--- config.mk ---
export PLATFORM = sky130hd
export DESIGN_NAME = uvs_div
export DESIGN_NICKNAME = d
export VERILOG_FILES = /design/src/hdl/uvs_pkg.sv /design/src/hdl/uvs_div.sv
export SDC_FILE = /design/constraint.sdc
export NUM_CORES = 1
export LEC_CHECK = 0
export BUFFER_PORTS_ARGS = -buffer_cell sky130_fd_sc_hd__buf_2
export CORE_ASPECT_RATIO = 0.8
export CORE_MARGIN = 2
export CORE_UTILIZATION = 67
export DETAILED_ROUTE_END_ITERATION = 10
export GPL_ROUTABILITY_DRIVEN = 0
export PLACE_DENSITY = 0.91
export SLEW_MARGIN = 20
export SYNTH_ARGS = -nofsm -noshare
export SYNTH_HDL_FRONTEND = slang
export SYNTH_SLANG_ARGS = --single-unit
--- constraint.sdc ---
create_clock -name clock -period 9.8 [get_ports clock]
set_input_delay 1.47 -clock clock [delete_from_list [all_inputs] [get_ports clock]]
set_output_delay 1.47 -clock clock [all_outputs]
set_load 0.02 [all_outputs]
--- src/hdl/uvs_pkg.sv ---
package uvs_pkg;

   localparam int MAX_RINGS       = 64;
   localparam int MAX_SECTORS     = 64;
   localparam int SINE_TABLE_BITS = 10;

   localparam int PHASE_W      = 16;
   localparam int QUARTER_SIZE = 1 << (SINE_TABLE_BITS - 2);
   localparam logic [63:0] PI_HALF_Q30 = 64'd1686629713;

   // dividend is index * 2^PHASE_W, quotient keeps PHASE_W+1 bits
   localparam int IDX_W      = 6;
   localparam int COUNT_W    = 7;
   localparam int DIVIDEND_W = IDX_W + PHASE_W;
   localparam int QUO_W      = PHASE_W + 1;
   localparam int DIV_STEPS  = 2;
   localparam int DIV_STAGES = (DIVIDEND_W + DIV_STEPS - 1) / DIV_STEPS;
   localparam int TRIG_STAGES = 4;
   // input register + divider + trig + output register
   localparam int RSP_LATENCY = 1 + DIV_STAGES + TRIG_STAGES + 1;

   localparam int CORNER_W = 12;

   typedef enum logic [1:0] {
      CSR_RING_COUNT    = 2'd0,
      CSR_SECTOR_COUNT  = 2'd1,
      CSR_SPHERE_RADIUS = 2'd2
   } csr_index_type;

   typedef struct packed {
      logic [IDX_W-1:0] ring_index;
      logic [IDX_W-1:0] sector_index;
   } req_data_type;

   typedef struct packed {
      logic                    point_valid;
      logic signed [15:0]      pos_x;
      logic signed [15:0]      pos_y;
      logic signed [15:0]      pos_z;
      logic [15:0]             tex_u;
      logic [15:0]             tex_v;
      logic                    quad_valid;
      logic [CORNER_W-1:0]     corner_a;
      logic [CORNER_W-1:0]     corner_b;
      logic [CORNER_W-1:0]     corner_c;
      logic [CORNER_W-1:0]     corner_d;
   } rsp_data_type;

   typedef logic [15:0] qw_table_type [0:QUARTER_SIZE];

   // quarter-wave sine, Q30 Taylor series rounded to Q1.15
   function automatic qw_table_type build_qw_table();
      qw_table_type tab;
      logic [63:0]  a;
      logic [63:0]  term;
      logic [63:0]  sum;
      logic [63:0]  v;
      for (int j = 0; j <= QUARTER_SIZE; j++) begin
         a    = (PI_HALF_Q30 * 64'(j)) / QUARTER_SIZE;
         term = a;
         sum  = a;
         for (int k = 1; k <= 10; k++) begin
            term = (term * a) >> 30;
            term = (term * a) >> 30;
            term = term / 64'((2 * k) * (2 * k + 1));
            if ((k % 2) == 1) begin
               sum = (sum >= term) ? sum - term : 64'd0;
            end else begin
               sum = sum + term;
            end
         end
         v = (sum + 64'd16384) >> 15;
         if (v > 64'd32767) begin
            v = 64'd32767;
         end
         tab[j] = v[15:0];
      end
      return tab;
   endfunction

   localparam qw_table_type QW_TABLE = build_qw_table();

   function automatic logic signed [15:0] sine_at(logic [SINE_TABLE_BITS-1:0] idx);
      logic [1:0]                   q;
      logic [SINE_TABLE_BITS-2:0]   j;
      logic signed [15:0]           v;
      q = idx[SINE_TABLE_BITS-1 -: 2];
      j = {1'b0, idx[SINE_TABLE_BITS-3:0]};
      if (q[0]) begin
         j = (SINE_TABLE_BITS-1)'(QUARTER_SIZE) - j;
      end
      v = $signed(QW_TABLE[j]);
      return q[1] ? -v : v;
   endfunction

endpackage

--- src/hdl/uvs_div.sv ---
// Pipelined restoring divider: quotient of index * 2^16 by a 6-bit divisor.
module uvs_div (
   input  logic                        clock,
   input  logic                        reset,
   input  logic                        in_valid,
   input  logic [uvs_pkg::IDX_W-1:0]   in_index,
   input  logic [uvs_pkg::IDX_W-1:0]   in_divisor,
   output logic                        out_valid,
   output logic [uvs_pkg::QUO_W-1:0]   out_quotient
);

   localparam int N = uvs_pkg::DIV_STAGES;

   logic                        valid_ff [N];
   logic [uvs_pkg::IDX_W-1:0]   index_ff [N];
   logic [uvs_pkg::IDX_W-1:0]   div_ff   [N];
   logic [uvs_pkg::IDX_W-1:0]   rem_ff   [N];
   logic [uvs_pkg::QUO_W-1:0]   quo_ff   [N];
   logic [uvs_pkg::IDX_W-1:0]   rem_in   [N];
   logic [uvs_pkg::QUO_W-1:0]   quo_in   [N];

   for (genvar g = 0; g < N; g++) begin : g_stage
      logic                        src_valid;
      logic [uvs_pkg::IDX_W-1:0]   src_index;
      logic [uvs_pkg::IDX_W-1:0]   src_div;
      logic [uvs_pkg::IDX_W-1:0]   src_rem;
      logic [uvs_pkg::QUO_W-1:0]   src_quo;
      logic [uvs_pkg::DIVIDEND_W-1:0] dividend;
      logic [uvs_pkg::IDX_W:0]     acc;

      if (g == 0) begin : g_src0
         assign src_valid = in_valid;
         assign src_index = in_index;
         assign src_div   = in_divisor;
         assign src_rem   = '0;
         assign src_quo   = '0;
      end else begin : g_srcn
         assign src_valid = valid_ff[g-1];
         assign src_index = index_ff[g-1];
         assign src_div   = div_ff[g-1];
         assign src_rem   = rem_ff[g-1];
         assign src_quo   = quo_ff[g-1];
      end

      assign dividend = {src_index, {uvs_pkg::PHASE_W{1'b0}}};

      always_comb begin
         rem_in[g] = src_rem;
         quo_in[g] = src_quo;
         acc       = '0;
         for (int j = 0; j < uvs_pkg::DIV_STEPS; j++) begin
            if (uvs_pkg::DIVIDEND_W - 1 - uvs_pkg::DIV_STEPS * g - j >= 0) begin
               acc = {rem_in[g],
                      dividend[uvs_pkg::DIVIDEND_W - 1 - uvs_pkg::DIV_STEPS * g - j]};
               if (acc >= {1'b0, src_div}) begin
                  rem_in[g] = uvs_pkg::IDX_W'(acc - {1'b0, src_div});
                  quo_in[g] = {quo_in[g][uvs_pkg::QUO_W-2:0], 1'b1};
               end else begin
                  rem_in[g] = acc[uvs_pkg::IDX_W-1:0];
                  quo_in[g] = {quo_in[g][uvs_pkg::QUO_W-2:0], 1'b0};
               end
            end
         end
      end

      always_ff @(posedge clock) begin
         if (reset) begin
            valid_ff[g] <= 1'b0;
         end else begin
            valid_ff[g] <= src_valid;
         end
         index_ff[g] <= src_index;
         div_ff[g]   <= src_div;
         rem_ff[g]   <= rem_in[g];
         quo_ff[g]   <= quo_in[g];
      end
   end

   assign out_valid    = valid_ff[N-1];
   assign out_quotient = quo_ff[N-1];

endmodule

# == Word level (Yosys, flattened, before mapping) ==
# Memories as Yosys holds them, arrays and structs flattened.
# Index checks and enable logic that the tools add are counted.
# word_totals
input_bits,15
rom_bits,0
word_cells,118
memories,5
latchBits,0
reg_bits,0
mem_bits_rw,396
# mem_list
name,words,word_bits,rd,rd_clocked_by_memory_dff,wr,line,rtl
quo_ff,11,17,11,0,11,uvs_div.sv:18,logic [uvs_pkg::QUO_W-1:0] quo_ff [N];
div_ff,11,6,10,0,11,uvs_div.sv:16,logic [uvs_pkg::IDX_W-1:0] div_ff [N];
index_ff,11,6,10,0,11,uvs_div.sv:15,logic [uvs_pkg::IDX_W-1:0] index_ff [N];
rem_ff,11,6,10,0,11,uvs_div.sv:17,logic [uvs_pkg::IDX_W-1:0] rem_ff [N];
valid_ff,11,1,11,0,11,uvs_div.sv:14,logic valid_ff [N];
# op_classes
addsub,22
bitwise_logic,11
order_cmp,22
div_mod_pow,0
n_reduce_logical,0
shifts,0
muxes,58
multipliers,0
eq_ne,0
# ops
cell,count
$ge A7 B6 Y1,21
$mux W6,22
$sub A6 B6 Y6,21
$mux W1,36
$or A1 B1 Y1,11
$ge A1 B6 Y1,1
$sub A1 B6 Y6,1

# == Depth between registers and ports, before layout ==
# An unclocked memory read counts as a cell.
# depth
ltp_word,5
ltp_mapped,16
mapped_depth_nobuf,15

# == Worst setup path before layout ==
# No wires, ideal clock.
# synth_path
kind,input-to-reg
from,input port in_index[5] in the netlist's numbering
to,memory rem_ff[0][1] in the netlist's numbering
arrival_time_ps,3818
required_ps,9679
setup_ps,121
slack_ps,5862
cell_stages,13
path_cell_list,inv_1 > ha_1 > nor2b_1 > o21ai_1 > nand2_1 > o21ai_0 > ha_1 > nor2b_1 > o21a_1 > o21ai_0 > a21oi_1 > nor2_2 > mux2_2
# synth_rtl
item,line,rtl
start: declaration,uvs_div.sv:6,"input logic [uvs_pkg::IDX_W-1:0] in_index,"
end: declaration,uvs_div.sv:17,

==> summary.txt <==
Clocking
  – CTS clk-pin slew, worst paths: 70 ps
  – Number of buffers on the longest clock path: 3
  – Root buffer selected by CTS: clkbuf_16
  – Post-CTS Hold Buffers: 0
  – Inserted Clock Buffers: 21
  – Clock latency on the worst-skew pair: 500 ps
  – TritonCTS clock tree: done
  – Number of levels the H-tree was split into: 1
  – CTS sink cnt: 218
  – Total of cells resized after clock tree synthesis: 0
  – Number of post-CTS setup repair buffers: 0

Critical path
  – Critical path class: flop to flop
  – Critical Path Fanout Max: 11
  – Reg-to-reg setup timing slack: 5410 ps
  – Arr. time, crit path: around 4800 ps
  – Critical path endpoint category: flop
  – CP Launch Type: flop
  – Required time at the endpoint of the critical path: roughly 10000 ps

STA
  – Hold Fails Final Rpt: 0
  – Max-slew violations: 0
  – Setup TNS after final layout: 0 ps
  – FMAX: roughly 0.23 GHz
  – Worst-Margin Slew: 808.0 ps
  – Number of failing setup endpoints in the final timing report: 0
  – Post-Route Skew: 12.21 ps
  – Final worst-path cycle share: 44.83%
  – Relative slew slack: between 40% and 50%
  – RSZ-0062 raised after global routing: no
  – Final worst path period need: 4394 ps
  – Final-layout worst hold slack: 319.9 ps

Synthesis
  – FFs w/ async S/R, synth: 0%
  – Total standard cell area after synthesis: 10530 µm²
  – Number of instances in the synthesized netlist: 1032
  – Warnings, synthesis: 0
  – Avg Synthesized Cell Area: 10.21 µm²
  – Ys flop type: dfxtp_1
  – Seq cells post-synth: 218
  – Proportion of synthesized chip area in sequential cells: just over 40%
  – Number of enable-type register cells in the synthesized netlist: 0
  – Synthesized Nets: 1180
  – Count of cell types in the netlist: 46

Floorplan
  – Initial core utilization: 69.23%
  – Y dimension of the die: roughly 120 µm
  – Die Area: 16750 µm²
  – Horizontal die dimension: 144.2 µm
  – Row count: 40
  – Placeable Area: about 15000 µm²
  – Total I/O pin count: 33

Global route
  – GRT Overall Usage: between 20% and 30%
  – Vias in the first global route: 7616
  – First-pass GRT wire length: 35600 µm
  – Maximum number of pins on one net before global-route repair: 17
  – Number of antenna violations at the first check in global routing: 0
  – Global route total overflow: 0

Drt
  – Post-detailed-route via-to-cell ratio: 5.873
  – Number of nets with antenna violations after routing: 0
  – Initial DRC count: 597
  – DRC: 0
  – Via count of the routed design: 7635
  – Detailed-routing iteration count for the pre-antenna-repair pass: 6
  – Detailed Route WL: about 21000 µm
  – Detail-routed net length per standard cell: 16.49 µm

Pwr
  – Sw Ratio: 38.30%
  – Reported leakage power: about 5.2 nW
  – Switching pwr: roughly 1.8 mW
  – Share of power burned in combinational logic: 54.8%
  – Flop pwr share: roughly 28%
  – Pwr dens: 411.9 nW/µm²
  – Maximum vdd ir drop: between 200 and 250 µV
  – Internal power: 2.949 mW
  – Clock share of power: between 10% and 20%

Placement
  – Detailed placer's ending HPWL: 15210 µm
  – Number of port buffers: 32

Run status
  – Outcome: completed

Min path
  – Worst hold-check path type: flop to flop

Final layout
  – Count of nets after finishing: 1224
  – Leading cell type in the layout, fill and taps excluded: dfxtp_1
  – Number of fillers in the final layout: 1005
  – Commonest cells after routing, fill and taps aside: dfxtp_1 (218), ha_1 (120), inv_1 (100)
  – Share of post-route cells with drive strength above 1: 14.31%
  – Area delta synth->final: 10.17%
  – Ant diodes: 0

Job
  – Count of maximum capacitance violations: 0
-- power by group through the flow --
stage,combinational (mW),clock [mW],sequential [mW]
final,2.62,0.822,1.34
after global routing,2.86,0.866,1.36
after CTS,2.58,0.834,1.34
after detailed placement,2.51,0,1.35
after global placement,2.40,0,1.34
after floorplan,2.06,0,1.35
-- critical path, cell delays in order (launching register included) --
cell,delay [ps]
dfxtp_1,370
inv_1,100
ha_1,300
ha_1,210
nor4_1,360
o31a_1,470
mux2_2,410
ha_1,380
o21a_1,210
o31a_1,120
o21ai_0,250
a21boi_0,240
a211oi_4,470
mux2_2,400
-- cells by family (layout without fill, tap and decap cells) --
family	Yosys count	count (layout)	synth area share, %
compound gates	229	229	15.27
xor+xnor	53	53	4.407
fa+ha+maj	133	133	16.73
buf+inv	111	169	4.098
flops	218	218	41.44
mux	67	67	7.116
simple gates	221	221	10.95
-- sequential cells by signal (all words and copies together) (netlist names) --
| signal | count |
|---|---|
| rem_ff | 60 |
| index_ff | 6 |
| valid_ff | 11 |
| quo_ff | 81 |
| div_ff | 60 |
-- layout make-up --
type	instances	area (µm²)	share of cell area (%)
multi-input combinational	703	5737	49.44
sequential	218	4364	37.61
clock buffer	24	546.8	4.712
inverter	100	375.4	3.235
tap	210	262.8	2.264
timing repair buffer	32	160.2	1.380
clock inverter	13	157.7	1.359
-- worst paths after layout --
| path | from | to | cells after the start |
|---|---|---|---|
| max | div_ff[4][1] | rem_ff[5][2] | 13 |
| min | quo_ff[6][7] | quo_ff[7][9] | 0 |
| max reg2reg | div_ff[4][1] | rem_ff[5][2] | 13 |
| min reg2reg | quo_ff[6][7] | quo_ff[7][9] | 0 |
-- cells in the mapped netlist (10+ instances only) --
cell type,n,share of area (%)
dfxtp_1,218,41
ha_1,120,14
inv_1,100,3.6
nor2_1,85,3.0
mux2_2,63,6.7
o21ai_0,53,2.5
a21oi_1,45,2.1
xnor2_1,38,3.2
nand2_1,33,1.2
o21a_1,29,2.1
nor2b_1,26,1.5
a21o_1,23,1.6
o31a_1,23,1.9
nor4_1,16,0.95
xor2_1,15,1.2
fa_1,13,2.5
nand2b_1,10,0.59
-- stage by stage --
step,instances,utilization [%],worst slack (ps),cell area [µm²],power (mW)
3_5_place_dp,1263,71.64,5466,10900,3.861
5_1_grt,1300,76.27,5204,11600,5.093
3_3_place_gp,1263,71.64,5603,10900,3.741
6_report,1300,76.27,5406,11600,4.779
4_1_cts,1300,76.27,5449,11600,4.754
2_1_floorplan,1032,-,5862,10530,3.408
-- metal layers --
layer	global-route usage (%)	wire [µm]	share of wire [%]
met3	4.879	1237	5.8
met4	8.867	600	2.8
met2	44.48	9902	46
met5	0	0	0
met1	34.11	9703	45
(Power assumes the default switching activity.)
